File: config.mk
export PLATFORM = sky130hd
export DESIGN_NAME = mlh_hash_unit
export DESIGN_NICKNAME = d
export VERILOG_FILES = /design/src/rtl/mlh_hash_unit.sv
export SDC_FILE = /design/constraint.sdc
export NUM_CORES = 1
export LEC_CHECK = 0
export BUFFER_PORTS_ARGS = -buffer_cell sky130_fd_sc_hd__buf_2
export CAP_MARGIN = 20
export CORE_MARGIN = 10
export CORE_UTILIZATION = 59
export CTS_BUF_LIST = sky130_fd_sc_hd__clkbuf_8 sky130_fd_sc_hd__clkbuf_16
export DETAILED_ROUTE_END_ITERATION = 10
export PLACE_DENSITY = 0.9
export SLEW_MARGIN = 20
export SYNTH_ARGS = -nofsm -noshare
export SYNTH_HDL_FRONTEND = slang
export SYNTH_SLANG_ARGS = --single-unit
File: constraint.sdc
create_clock -name clk -period 9.11 [get_ports clk]
set_input_delay 0.4555 -clock clk [delete_from_list [all_inputs] [get_ports clk]]
set_output_delay 0.4555 -clock clk [all_outputs]
set_load 0.05 [all_outputs]
File: src/rtl/mlh_hash_unit.sv
// shared multiply-add hash unit, low bits only, registered output
`timescale 1ns / 1ps

module mlh_hash_unit #(
  parameter int HW = 9
) (
  input  logic          clk,
  input  logic [HW-1:0] mult,
  input  logic [HW-1:0] add,
  input  logic [HW-1:0] key,
  output logic [HW-1:0] hash
);

  logic [2*HW-1:0] prod;
  logic [HW-1:0]   sum;

  // only the low bits of the 64-bit wrapping hash reach any slot index
  assign prod = (2*HW)'(mult) * (2*HW)'(key);
  assign sum  = prod[HW-1:0] + add;

  always_ff @(posedge clk) begin
    hash <= sum;
  end

endmodule

## Word level (Yosys, flattened, before mapping)

Cells that the tools add are included.

- Input port bits: 28
- Bits in registers: 9

- $add $sub $neg: 1
- Multiply operators: 1

Operators with widths:

| kind | number |
|---|---|
| adder 9 bit | 1 |
| multiplier 9 x 9 -> 9 bit | 1 |

## Logic depth before layout (Yosys ltp)

- Depth in word-level cells: 2
- Mapped depth: 15
- Mapped depth without buffers: 14

## Worst setup path before layout

OpenSTA, ideal clock, no wires.

- Path kind: input -> register
- From: input key[0]
- To: register hash[8]
- Arrival time: 3.941 ns
- Stages: 12
- Setup slack: 5.039 ns
- Setup time: 0.130 ns
- Required time: 8.980 ns
- Cells stage by stage: buf_4 > nand2_1 > fa_1 > fa_1 > fa_1 > fa_1 > fa_1 > xor2_1 > xnor2_1 > xnor2_1 > xnor2_1 > xnor3_1

- Cells in the longest elaborated chain, start to end: 2

RTL lines:

| item | line | source |
|---|---|---|
| start, declared | 10 | `input logic [HW-1:0] key,` |
| multiplier 9 x 9 -> 9 bit | 18 | `assign prod = (2*HW)'(mult) * (2*HW)'(key);` |
| adder 9 bit | 19 | `assign sum = prod[HW-1:0] + add;` |
| via sum[8] | 15 | `logic [HW-1:0] sum;` |
| end signal, assigned | 22 | `hash <= sum;` |
| end, declared | 11 | `output logic [HW-1:0] hash` |

The timed path passes the listed nets, and every way through them passes these cells.

## Final worst setup path

- From: input mult[3]
- To: register hash[8]

- Cells in the longest elaborated chain, start to end: 2

RTL lines:

| item | line | source |
|---|---|---|
| start, declared | 8 | `input logic [HW-1:0] mult,` |
| multiplier 9 x 9 -> 9 bit | 18 |  |
| adder 9 bit | 19 |  |
| via sum[8] | 15 |  |

The timed path passes the listed nets, and every way through them passes these cells.

==> results_dict.tcl <==
set metrics [dict create \
    final_setup_fails 0 \
    status "complete, no violations" \
    drt-pass1-iter-count 5 \
    final_replace_weighted_congestion 0.890 \
    post-cts-setup-buffers 0 \
    via_per_inst 5.06 \
    number_of_diodes_added_for_antenna_fixing 0 \
    biggest_area_consumer_among_synthesized_cells "sky130_fd_sc_hd__fa_1" \
    post_synth_inst_count 169 \
    whs_ns 0.460 \
    setup_tns_ns 0 \
    worst_setup_path_start_kind "primary input" \
    final-max-slew-violation-count 0 \
    clock_tree.htree_level_count 1 \
    largest_register "hash" \
    initial_antenna_violation_count 0 \
    synth.top_cells.by_area "sky130_fd_sc_hd__fa_1, sky130_fd_sc_hd__ha_1, sky130_fd_sc_hd__dfxtp_1" \
    finish.instance_area_um2 1820 \
    first_iter_violations 77 \
    synth.ff_latch_count 9 \
    flip_flop_count_of_the_largest_register_all_copies_and_words_added 9 \
    first_global_vias 1284 \
    reg.largest.list "hash: 9 flops" \
    synthesis.area_per_instance_um2 9.25 \
    drcViolationCount 0 \
    yosysWarningCount 0 \
    min_period_over_period_pct 46.2 \
    dpl_worst_slack_ns 4.65 \
    die-width_um 71.5 \
    detailed_place.area_um2 1770 \
    final_critical_path_setup_slack_ns 4.90 \
    cts_tree "built" \
    final.fill_count 189 \
    design.die.area_um2 5110 \
    cts.sinks 9 \
    leakage_nw 0.997 \
    cts-resized-gates 0 \
    num_io_pins 37 \
    worst-path-max-fanout 6 \
    grtUsageTotal_pct 13.5 \
    grt_pass1_wl_um 5580 \
    hold_violations 0 \
    initial_utilization_pct 62.5 \
    layout.nets 283 \
    synth_fp_nets 243 \
    rows 18 \
    route.vias.total 1205 \
    cp.arrival_ns 4.32 \
    min_delay_path_depth 2 \
    min_path_type "in2reg" \
    worst_ir_drop_vdd_mv 0.260 \
    remaining_global_route_overflow 0 \
    grt_setup_unrepaired "no" \
    drtAntennaViolNets 0 \
    finalCriticalPeriod_ns 4.21 \
    synth_sequential_area_ratio_pct 11.5 \
    max_freq_mhz 238 \
    core-area_um2 2500 \
    synthesis_to_layout_area_growth_pct 16.3 \
    source_of_the_worst_hold_timing_path "add[0]" \
    worstMarginPinSlew_ns 0.270 \
    die_h_um 71.5 \
    design_power_total_uw 443 \
    yosys.area.top_type_share_pct 28.2 \
    end_of_the_worst_hold_path "hash[0]" \
    power_per_cell_area_nw_per_um2 244 \
    detailedPlacementHpwl_um 2910 \
    worst-setup-path-type "in2reg" \
    drt_wl_total_um 3300 \
    routed_wire_length_per_instance_um 13.8 \
    cts_made_buffers 3 \
    cts_max_path_buffers 2 \
    max_cap_violations 0 \
    synth_area_um2 1560 \
    grt_max_degree 10 \
    critPathCaptureType "register" \
    port_buf_inserts 36 \
    cts-root-buf "sky130_fd_sc_hd__clkbuf_8" \
    layout-drive-gt1-share_pct 21.6 \
    clkSlewWorstSetupHoldPaths_ns 0.04 \
    ys_types 20 \
    holdBufCountCts 0 \
    relSlewSlack_pct 82.0 \
    required_time_reported_for_the_critical_path_endpoint_ns 9.22 \
]
==> layer usage <==
layer	routed length, um	GRT usage, %	vias to the layer above
li1	-	-	589
met1	1300	15.0	558
met2	1650	23.5	47
met3	269	3.58	11
met4	75	5.59	0
met5	0	0	-
==> worst max-delay path, stage by stage <==
cell and delay, ns:
sky130_fd_sc_hd__buf_2 0.15, sky130_fd_sc_hd__nand2_1 0.09, sky130_fd_sc_hd__fa_1 0.53, sky130_fd_sc_hd__inv_1 0.05
sky130_fd_sc_hd__fa_1 0.46, sky130_fd_sc_hd__ha_1 0.33, sky130_fd_sc_hd__fa_1 0.53, sky130_fd_sc_hd__inv_1 0.05
sky130_fd_sc_hd__fa_1 0.49, sky130_fd_sc_hd__inv_1 0.04, sky130_fd_sc_hd__ha_1 0.34, sky130_fd_sc_hd__o21ai_0 0.20
sky130_fd_sc_hd__nand2b_1 0.09, sky130_fd_sc_hd__a31oi_1 0.24, sky130_fd_sc_hd__xnor3_1 0.26
==> through the flow <==
| step | std cells | utilization [%] |
|---|---|---|
| global route | 238 | 72.7 |
| finish | 238 | 72.7 |
| CTS | 238 | 72.7 |
| global placement | 234 | 70.9 |
| detailed placement | 234 | 70.9 |
| floorplan | 169 | - |
==> Yosys cell counts (all sizes together) <==
master and number:
ha 24, buf 1, fa 22, and2 12, inv 33, o21ai 2, nand2b 1, a21oi 4
xnor2 17, a21o 2, dfxtp 9, a31oi 1, nor3 1, xor2 4, xnor3 1, o21bai 2
nand2 33
==> cells by family after synthesis <==
logic type | count (synthesis) | synth area share [%]
compound gates | 11 | 4.24
xor+xnor | 22 | 14.7
fa+ha+maj | 46 | 47.4
buf+inv | 34 | 8.41
flops | 9 | 11.5
simple gates | 47 | 13.8
==> layout make-up <==
class	count	area (um2)	share of cell area, %
clock buffers	3	41.3	2.27
multi-input cells	126	1250	68.8
flip-flops and latches	9	180	9.91
inverters	33	124	6.81
clock inverters	1	3.75	0.206
well taps	30	37.5	2.06
repair buffers	36	180	9.91
==> power breakdown <==
| group | total (mW) | internal [mW] | switching (mW) |
|---|---|---|---|
| Clock | 0.0444 | 0.0293 | 0.0152 |
| Sequential | 0.0642 | 0.0604 | 0.00383 |
| Combinational | 0.335 | 0.141 | 0.193 |
==> cells in the final DEF (no fill, tap or decap), drive strengths merged, types with 2 or more instances in the layout <==
cell type,n
ha,24
fa,22
dfxtp,9
xor2,4
nand2,33
inv,34
o21ai,2
a21oi,4
clkbuf,3
o21bai,2
xnor2,17
a21o,2
buf,36
and2,12
==> worst max-delay path by stage <==
| stage | start | to | slack [ns] | cells after the start |
|---|---|---|---|---|
| after floorplan | key[0] | hash[8] | 5.04 | 12 |
| after CTS | mult[3] | hash[8] | 4.89 | 15 |
| after global routing | key[2] | hash[8] | 4.71 | 15 |
| after detailed placement | mult[3] | hash[8] | 4.65 | 15 |
| after global placement | mult[3] | hash[8] | 4.74 | 15 |
| final | mult[3] | hash[8] | 4.90 | 15 |
Power figures use the tool's default switching activity.
